`config.mk`:
```
export PLATFORM = sky130hd
export DESIGN_NAME = cga_crtc_register_block
export DESIGN_NICKNAME = d
export VERILOG_FILES = /design/src/cga_crtc_pkg.sv /design/src/cga_crtc_register_block.sv /design/src/cga_crtc_cursor_pos.sv
export SDC_FILE = /design/constraint.sdc
export NUM_CORES = 1
export LEC_CHECK = 0
export BUFFER_PORTS_ARGS = -buffer_cell sky130_fd_sc_hd__buf_2
export CAP_MARGIN = 10
export CORE_MARGIN = 4
export CORE_UTILIZATION = 25
export CTS_BUF_LIST = sky130_fd_sc_hd__clkbuf_2
export CTS_CLUSTER_DIAMETER = 80
export DETAILED_ROUTE_END_ITERATION = 12
export GPL_ROUTABILITY_DRIVEN = 0
export PLACE_DENSITY_LB_ADDON = 0.15
export SYNTH_ARGS = -nofsm -noshare
export SYNTH_HDL_FRONTEND = slang
export SYNTH_HIERARCHICAL = 1
export SYNTH_SLANG_ARGS = --single-unit
```
`constraint.sdc`:
```
create_clock -name aclk -period 11.8 [get_ports aclk]
set_input_delay 1.18 -clock aclk [delete_from_list [all_inputs] [get_ports aclk]]
set_output_delay 1.18 -clock aclk [all_outputs]
set_load 0.03 [all_outputs]
```
`src/cga_crtc_pkg.sv`:
```
// Package for the CGA CRTC register block: port codes, register indexes,
// display mode codes and the transaction payload structs. No dependencies.
`timescale 1ns / 1ps

package cga_crtc_pkg;

    localparam int CRTC_REG_COUNT = 16;
    localparam int CRTC_IDX_W     = $clog2(CRTC_REG_COUNT);

    localparam logic OP_READ  = 1'b0;
    localparam logic OP_WRITE = 1'b1;

    localparam logic [9:0] PORT_INDEX = 10'h3D4;
    localparam logic [9:0] PORT_DATA  = 10'h3D5;
    localparam logic [9:0] PORT_MODE  = 10'h3D8;
    localparam logic [9:0] PORT_COLOR = 10'h3D9;
    localparam logic [9:0] PORT_STAT  = 10'h3DA;

    localparam logic [7:0] REG_CURSOR_START = 8'h0A;
    localparam logic [7:0] REG_CURSOR_END   = 8'h0B;
    localparam logic [7:0] REG_START_HI     = 8'h0C;
    localparam logic [7:0] REG_START_LO     = 8'h0D;
    localparam logic [7:0] REG_CURSOR_HI    = 8'h0E;
    localparam logic [7:0] REG_CURSOR_LO    = 8'h0F;

    localparam logic [1:0] DMODE_TEXT40 = 2'd0;
    localparam logic [1:0] DMODE_TEXT80 = 2'd1;
    localparam logic [1:0] DMODE_GFX320 = 2'd2;
    localparam logic [1:0] DMODE_GFX640 = 2'd3;

    localparam logic [7:0] STAT_IN_VSYNC  = 8'h00;
    localparam logic [7:0] STAT_OUT_VSYNC = 8'h09;
    localparam logic [7:0] READ_FLOAT     = 8'hFF;

    typedef struct packed {
        logic       operation;
        logic [9:0] port_address;
        logic [7:0] write_data;
    } in_item_t;

    typedef struct packed {
        logic [7:0]  read_data;
        logic        video_enabled;
        logic [1:0]  display_mode;
        logic        blink_enable;
        logic [1:0]  palette_index;
        logic [3:0]  background_color;
        logic [3:0]  foreground_color;
        logic [16:0] start_offset;
        logic        cursor_visible;
        logic [11:0] cursor_shape;
        logic [10:0] cursor_row;
        logic [6:0]  cursor_col;
    } out_item_t;

endpackage

```
`src/cga_crtc_register_block.sv`:
```
// CGA CRTC register block: each accepted input transaction gives a registered result in the next cycle.
// Throughput one transaction per cycle while the result is taken (m_ready); the result register frees as it is taken.
// All state updates and the cursor divide happen in the accepting cycle.
// Reset (aresetn low, synchronous) clears all state registers and the result valid; the result data is not reset.
// Depends on cga_crtc_pkg and cga_crtc_cursor_pos.
`timescale 1ns / 1ps

module cga_crtc_register_block
    import cga_crtc_pkg::*;
(
    input  logic      aclk,
    input  logic      aresetn,
    input  logic      s_valid,
    output logic      s_ready,
    input  in_item_t  s_data,
    output logic      m_valid,
    input  logic      m_ready,
    output out_item_t m_data
);

    logic [7:0]  crtc_index_reg, crtc_index_next;
    logic [7:0]  crtc_regs_reg [CRTC_REG_COUNT];
    logic [7:0]  crtc_regs_next [CRTC_REG_COUNT];
    logic [7:0]  mode_ctl_reg, mode_ctl_next;
    logic [7:0]  color_ctl_reg, color_ctl_next;
    logic [2:0]  vsync_count_reg, vsync_count_next;
    logic [1:0]  shown_mode_reg, shown_mode_next;
    logic        video_on_reg, video_on_next;
    logic        blink_reg, blink_next;
    logic [1:0]  palette_reg, palette_next;
    logic [3:0]  back_color_reg, back_color_next;
    logic [3:0]  fore_color_reg, fore_color_next;
    logic [16:0] start_addr_reg, start_addr_next;
    logic        cursor_on_reg, cursor_on_next;
    logic [11:0] cursor_lines_reg, cursor_lines_next;
    logic [10:0] cursor_row_reg, cursor_row_next;
    logic [6:0]  cursor_col_reg, cursor_col_next;
    logic        m_valid_reg, m_valid_next;
    out_item_t   m_data_reg, m_data_next;

    logic        accept;
    logic        is_write;
    logic        crtc_wr;
    logic        apply_en;
    logic [7:0]  rd;
    logic [15:0] cursor_addr;
    logic [10:0] calc_row;
    logic [6:0]  calc_col;

    assign s_ready = !m_valid_reg || m_ready;
    assign accept  = s_valid && s_ready;
    assign m_valid = m_valid_reg;
    assign m_data  = m_data_reg;

    assign is_write    = (s_data.operation == OP_WRITE);
    assign crtc_wr     = accept && is_write && (s_data.port_address == PORT_DATA)
                         && (crtc_index_reg < 8'(CRTC_REG_COUNT));
    assign cursor_addr = {crtc_regs_next[REG_CURSOR_HI[CRTC_IDX_W-1:0]],
                          crtc_regs_next[REG_CURSOR_LO[CRTC_IDX_W-1:0]]};

    cga_crtc_cursor_pos u_cursor_pos (
        .pos    (cursor_addr),
        .wide80 (shown_mode_reg == DMODE_TEXT80),
        .row    (calc_row),
        .col    (calc_col)
    );

    // register file and port registers
    always_comb begin
        crtc_index_next  = crtc_index_reg;
        mode_ctl_next    = mode_ctl_reg;
        color_ctl_next   = color_ctl_reg;
        vsync_count_next = vsync_count_reg;
        rd               = 8'h00;
        for (int i = 0; i < CRTC_REG_COUNT; i++) begin
            crtc_regs_next[i] = crtc_regs_reg[i];
            if (crtc_wr && crtc_index_reg == 8'(i)) begin
                crtc_regs_next[i] = s_data.write_data;
            end
        end
        if (accept) begin
            if (is_write) begin
                case (s_data.port_address)
                    PORT_INDEX: crtc_index_next = s_data.write_data;
                    PORT_MODE:  mode_ctl_next   = s_data.write_data;
                    PORT_COLOR: color_ctl_next  = s_data.write_data;
                    default:    ;
                endcase
            end else begin
                case (s_data.port_address)
                    PORT_INDEX: rd = 8'h00;
                    PORT_DATA: begin
                        if (crtc_index_reg == REG_CURSOR_HI) begin
                            rd = crtc_regs_reg[REG_CURSOR_HI[CRTC_IDX_W-1:0]];
                        end else if (crtc_index_reg == REG_CURSOR_LO) begin
                            rd = crtc_regs_reg[REG_CURSOR_LO[CRTC_IDX_W-1:0]];
                        end
                    end
                    PORT_COLOR: rd = color_ctl_reg;
                    PORT_STAT: begin
                        vsync_count_next = vsync_count_reg + 3'd1;
                        rd = (vsync_count_next != 3'd0) ? STAT_OUT_VSYNC : STAT_IN_VSYNC;
                    end
                    default: rd = READ_FLOAT;
                endcase
            end
        end
    end

    // derived display state
    always_comb begin
        shown_mode_next   = shown_mode_reg;
        video_on_next     = video_on_reg;
        blink_next        = blink_reg;
        palette_next      = palette_reg;
        back_color_next   = back_color_reg;
        fore_color_next   = fore_color_reg;
        start_addr_next   = start_addr_reg;
        cursor_on_next    = cursor_on_reg;
        cursor_lines_next = cursor_lines_reg;
        cursor_row_next   = cursor_row_reg;
        cursor_col_next   = cursor_col_reg;
        apply_en          = accept && is_write && (s_data.port_address == PORT_MODE
                                                || s_data.port_address == PORT_COLOR);

        if (crtc_wr) begin
            case (crtc_index_reg)
                REG_CURSOR_START, REG_CURSOR_END: begin
                    if (crtc_index_reg == REG_CURSOR_START) begin
                        cursor_on_next =
                            (crtc_regs_next[REG_CURSOR_START[CRTC_IDX_W-1:0]][7:6] != 2'b00);
                    end
                    cursor_lines_next = {
                        crtc_regs_next[REG_CURSOR_START[CRTC_IDX_W-1:0]][4:0], 1'b0,
                        crtc_regs_next[REG_CURSOR_END[CRTC_IDX_W-1:0]][4:0], 1'b0};
                end
                REG_START_HI, REG_START_LO: begin
                    start_addr_next = {crtc_regs_next[REG_START_HI[CRTC_IDX_W-1:0]],
                                       crtc_regs_next[REG_START_LO[CRTC_IDX_W-1:0]], 1'b0};
                    apply_en = 1'b1;
                end
                REG_CURSOR_HI, REG_CURSOR_LO: begin
                    if (shown_mode_reg == DMODE_TEXT40 || shown_mode_reg == DMODE_TEXT80) begin
                        cursor_row_next = calc_row;
                        cursor_col_next = calc_col;
                    end
                end
                default: ;
            endcase
        end

        if (apply_en) begin
            if (!mode_ctl_next[3]) begin
                video_on_next = 1'b0;
            end else begin
                video_on_next = 1'b1;
                if (!mode_ctl_next[1]) begin
                    shown_mode_next = mode_ctl_next[0] ? DMODE_TEXT80 : DMODE_TEXT40;
                    blink_next      = mode_ctl_next[5];
                end else if (!mode_ctl_next[4]) begin
                    shown_mode_next = DMODE_GFX320;
                    palette_next    = color_ctl_next[5:4];
                    back_color_next = color_ctl_next[3:0];
                end else begin
                    shown_mode_next = DMODE_GFX640;
                    fore_color_next = color_ctl_next[3:0];
                end
            end
        end
    end

    // result register
    always_comb begin
        m_valid_next = m_valid_reg;
        m_data_next  = m_data_reg;
        if (accept) begin
            m_valid_next                 = 1'b1;
            m_data_next.read_data        = rd;
            m_data_next.video_enabled    = video_on_next;
            m_data_next.display_mode     = shown_mode_next;
            m_data_next.blink_enable     = blink_next;
            m_data_next.palette_index    = palette_next;
            m_data_next.background_color = back_color_next;
            m_data_next.foreground_color = fore_color_next;
            m_data_next.start_offset     = start_addr_next;
            m_data_next.cursor_visible   = cursor_on_next;
            m_data_next.cursor_shape     = cursor_lines_next;
            m_data_next.cursor_row       = cursor_row_next;
            m_data_next.cursor_col       = cursor_col_next;
        end else if (m_ready) begin
            m_valid_next = 1'b0;
        end
    end

    always_ff @(posedge aclk) begin
        if (!aresetn) begin
            crtc_index_reg   <= '0;
            for (int i = 0; i < CRTC_REG_COUNT; i++) begin
                crtc_regs_reg[i] <= '0;
            end
            mode_ctl_reg     <= '0;
            color_ctl_reg    <= '0;
            vsync_count_reg  <= '0;
            shown_mode_reg   <= DMODE_TEXT40;
            video_on_reg     <= 1'b0;
            blink_reg        <= 1'b0;
            palette_reg      <= '0;
            back_color_reg   <= '0;
            fore_color_reg   <= '0;
            start_addr_reg   <= '0;
            cursor_on_reg    <= 1'b0;
            cursor_lines_reg <= '0;
            cursor_row_reg   <= '0;
            cursor_col_reg   <= '0;
            m_valid_reg      <= 1'b0;
        end else begin
            crtc_index_reg   <= crtc_index_next;
            for (int i = 0; i < CRTC_REG_COUNT; i++) begin
                crtc_regs_reg[i] <= crtc_regs_next[i];
            end
            mode_ctl_reg     <= mode_ctl_next;
            color_ctl_reg    <= color_ctl_next;
            vsync_count_reg  <= vsync_count_next;
            shown_mode_reg   <= shown_mode_next;
            video_on_reg     <= video_on_next;
            blink_reg        <= blink_next;
            palette_reg      <= palette_next;
            back_color_reg   <= back_color_next;
            fore_color_reg   <= fore_color_next;
            start_addr_reg   <= start_addr_next;
            cursor_on_reg    <= cursor_on_next;
            cursor_lines_reg <= cursor_lines_next;
            cursor_row_reg   <= cursor_row_next;
            cursor_col_reg   <= cursor_col_next;
            m_valid_reg      <= m_valid_next;
        end
    end

    always_ff @(posedge aclk) begin
        m_data_reg <= m_data_next;
    end

endmodule

```
`src/cga_crtc_cursor_pos.sv`:
```
// Splits a 16-bit cursor address into text row and column for 40 or 80 columns.
// Depends on cga_crtc_pkg (imported for house consistency); purely combinational.
`timescale 1ns / 1ps

module cga_crtc_cursor_pos
    import cga_crtc_pkg::*;
(
    input  logic [15:0] pos,
    input  logic        wide80,
    output logic [10:0] row,
    output logic [6:0]  col
);

    // pos/40 = (pos>>3)/5, pos/80 = (pos>>4)/5; x/5 via 52429/2^18 (exact for x < 2^13)
    localparam logic [15:0] RECIP5 = 16'd52429;
    localparam int          SHIFT5 = 18;

    logic [12:0] quo_in;
    logic [28:0] prod;
    logic [10:0] quo;
    logic [13:0] quo_x5;
    logic [2:0]  rem5;

    always_comb begin
        quo_in = wide80 ? {1'b0, pos[15:4]} : pos[15:3];
        prod   = 29'(quo_in) * 29'(RECIP5);
        quo    = prod[SHIFT5 +: 11];
        quo_x5 = 14'(quo) * 14'd5;
        rem5   = 3'(14'(quo_in) - quo_x5);
        row    = quo;
        col    = wide80 ? {rem5, pos[3:0]} : {1'b0, rem5, pos[2:0]};
    end

endmodule

```
==> metrics.md <==
| Metric | Value |
|---|---|
| Top Metal Used | met4 |
| DP Worst Slack | 2.05 ns |
| Maxcap violations | 0 |
| Reg2reg start | crtc_index_reg[7] |
| DRT iter0 DRCs | 372 |
| P&R area growth vs syn | 11.2% |
| Final setup TNS | 0 ns |
| Nets | 1,311 |
| Most frequent cells in the layout | dfxtp_1 (128), inv_1 (102), nand2_1 (99) |
| Fmax | 110 MHz |
| VDD IR max | 0.0000531 V |
| CP arrival | 9.85 ns |
| Cell mode on critical path | fa_1 |
| Hold path depth | 2 |
| Leak | 5.68 nW |
| Row cnt | 78 |
| Share of layout cells above drive strength 1 | 0.189 |
| WL final | 28.6 mm |
| Worst R2R Path Depth | 28 |
| Core area | 45,400 µm² |
| Commonest non-fill, non-tap cell in the layout | dfxtp_1 |
| Critical path class | flip-flop to flip-flop |
| Power, Total | 1.14 mW |
| Clk_skew | 0.0521 ns |
| Largest register FFs | 70 |
| RSZ-0062 raised after global routing | false |
| Met1 WL | 14.6 mm |
| WHS Endpoint | fore_color_reg[3] |
| HP Start | fore_color_reg[3] |
| Multi-input logic area | 6180 µm² |
| Worst hold path type | flip-flop to flip-flop |
| GR Util All Layers | 0.115 |
| Worst flop-to-flop path endpoint | cursor_col_reg[5] |
| Final Critical Period | 9.07 ns |
| Post-synth cell types | 70 |
| Post-route antenna net violation count | 0 |
| DR WL/cell | 16.1 µm |
| Die area | 49,400 µm² |
| Status | finished clean |
| DRC Markers | 0 |
| # IOs | 95 |
| Die width | 222 µm |
| H-tree lvl count | 4 |
| Initial DRT Pass Iterations | 5 |
| Sequential-to-total area share from yosys stat | 0.408 |
| Post-DR vias/cell | 4.32 |
| Number of antenna violations at the first check in global routing | 1 |
| First-pass GRT wire length | 45.0 mm |
| Final Setup Violations | 0 |
| Synth Flop Type | dfxtp_1 |
| Largest stage delay on the critical path | 0.59 ns |
| Die Y | 222 µm |
| Required @ worst endpoint | 12.58 ns |
| Clock sink total | 199 |
| Final period util | 0.768 |
| Crit end category | flip-flop |
| Asr flop ratio synth | 0 |
| Max Root-Sink Buffers | 2 |
| Clock latency on the worst-skew pair | 0.84 ns |
| Rel. slew slack | 0.286 |
| Met2 wire length | 12.7 mm |
| Grt ovf | 0 |
| Yosys reg bits | 199 |
| Worst slew pin tran | 1.07 ns |
| Post-Synthesis Cells | 1,087 |
| Max Fanout on Critical Path | 8 |
| Vias in the first global route | 7,705 |
| TritonCTS buffer count | 17 |
| Clock Pin Slew Worst Setup and Hold Paths | 0.30 ns |
| Post-CTS Setup Inserts | 0 |
| Mapped Nets | 1,244 |
| Synth Warn # | 6 |
| Hpwl dp | 21.1 mm |
| Register Area | 4690 µm² |
| Post-CTS sizing | 0 |
| Avg Cell Area, Syn | 10.6 µm² |
| Port bufs | 94 |
| CTS root buf | clkbuf_2 |
| Via Count | 7,646 |
| Crit start category | flip-flop |
| Max stage delay cell, worst path | or4_1 |
| CTS tree | done |
| Hold Fails Final Rpt | 0 |
| FILL cells | 4,826 |
| Final Max Tran Viols | 0 |
| Met3 wire length | 928 µm |
| R2r setup slk | 2.73 ns |
| Cts hold-fix bufs | 0 |
| Post-synthesis cell area | 11,500 µm² |
| Starting Density | 0.253 |
| Post-synth EDFFs | 70 |
| Largest net degree at the start of global routing | 96 |
| Worst setup margin | 2.73 ns |
| Power Dens Cells | 89.6 nW/µm² |
-- area by class of cell --
class                      instances  area share
antenna                            2    0.000393
clock buffer                      17     0.00667
clock inverter                    15      0.0112
inverter                         102      0.0300
multi-input combinational        734       0.485
sequential                       199       0.368
tap                              600      0.0589
timing repair buffer             100      0.0406
-- cell usage after synthesis, drive strengths merged (6+ instances only) --
cell / instances / area share
nand2: 99 / 0.032
dfxtp: 129 / 0.23
a21boi: 22 / 0.014
xnor2: 9 / 0.0069
clkbuf: 42 / 0.014
nor3: 9 / 0.0044
nor2b: 40 / 0.022
edfxtp: 70 / 0.18
and2: 73 / 0.040
inv: 102 / 0.033
o21ai: 48 / 0.022
and3: 8 / 0.0044
buf: 10 / 0.0064
mux2: 68 / 0.069
a211oi: 9 / 0.0063
nand3: 18 / 0.0083
nor2: 22 / 0.0083
fa: 49 / 0.086
nand2b: 10 / 0.0055
a21oi: 45 / 0.020
a21o: 7 / 0.0048
ha: 85 / 0.093
xor2: 6 / 0.0062
mux2i: 51 / 0.045
-- worst max path at each step --
stage | from | to | cells past startpoint
2_1_floorplan | s_data[11] | m_data[5] | 27
3_3_place_gp | s_data[11] | m_data[5] | 28
3_5_place_dp | s_data[11] | cursor_col_reg[5] | 29
4_1_cts | crtc_index_reg[7] | cursor_col_reg[5] | 28
5_1_grt | crtc_index_reg[7] | cursor_col_reg[5] | 28
6_report | crtc_index_reg[7] | cursor_col_reg[5] | 28
-- critical path: cells and delay by family, from the launching register on --
family                   cells  cell delay (ns)
adder cells (fa/ha/maj)      7             3.18
AND/OR/NAND/NOR              6             2.17
multiplexers                 4             1.25
AO/OA/AOI/OAI                5             1.19
XOR/XNOR                     3             0.67
flip-flops                   1             0.40
buffers and inverters        3             0.17
-- power by group --
part | total (mW) | leakage [nW] | internal [mW] | switching (mW)
Combinational | 0.0726 | 3.79 | 0.0167 | 0.0559
Sequential | 0.726 | 1.74 | 0.723 | 0.00341
Clock | 0.343 | 0.144 | 0.0827 | 0.261
-- routing by layer --
layer  vias to the layer above  global-route usage
met3                        15              0.0260
met5                         -                   0
li1                       3839                   -
met1                      3689               0.166
met2                       103               0.177
met4                         0              0.0268
-- through the flow --
| stage | area, µm² | cells | utilization | hold WS (ns) |
|---|---|---|---|---|
| finish | 12700 | 1769 | 0.281 | 0.474 |
| global route | 12700 | 1768 | 0.281 | 0.428 |
| CTS | 12700 | 1767 | 0.281 | 0.439 |
| detailed placement | 12500 | 1735 | 0.276 | 0.445 |
| global placement | 12500 | 1735 | 0.276 | 0.441 |
| floorplan | 11500 | 1087 | - | 0.432 |
-- cells by family (layout without fill, tap and decap cells) --
| kind of cell | after synthesis | after routing | share of synthesized area |
|---|---|---|---|
| AOI/OAI and AO/OA | 157 | 157 | 0.0864 |
| xor gates and xnor gates | 16 | 16 | 0.0151 |
| DFF | 199 | 199 | 0.408 |
| buffers and inverters | 154 | 234 | 0.0537 |
| and+or+nand+nor | 308 | 308 | 0.144 |
| other | 0 | 2 | 0 |
| adders and majority gates | 134 | 134 | 0.178 |
| muxes | 119 | 119 | 0.114 |
Note: power is estimated with default switching activity, not from simulation.
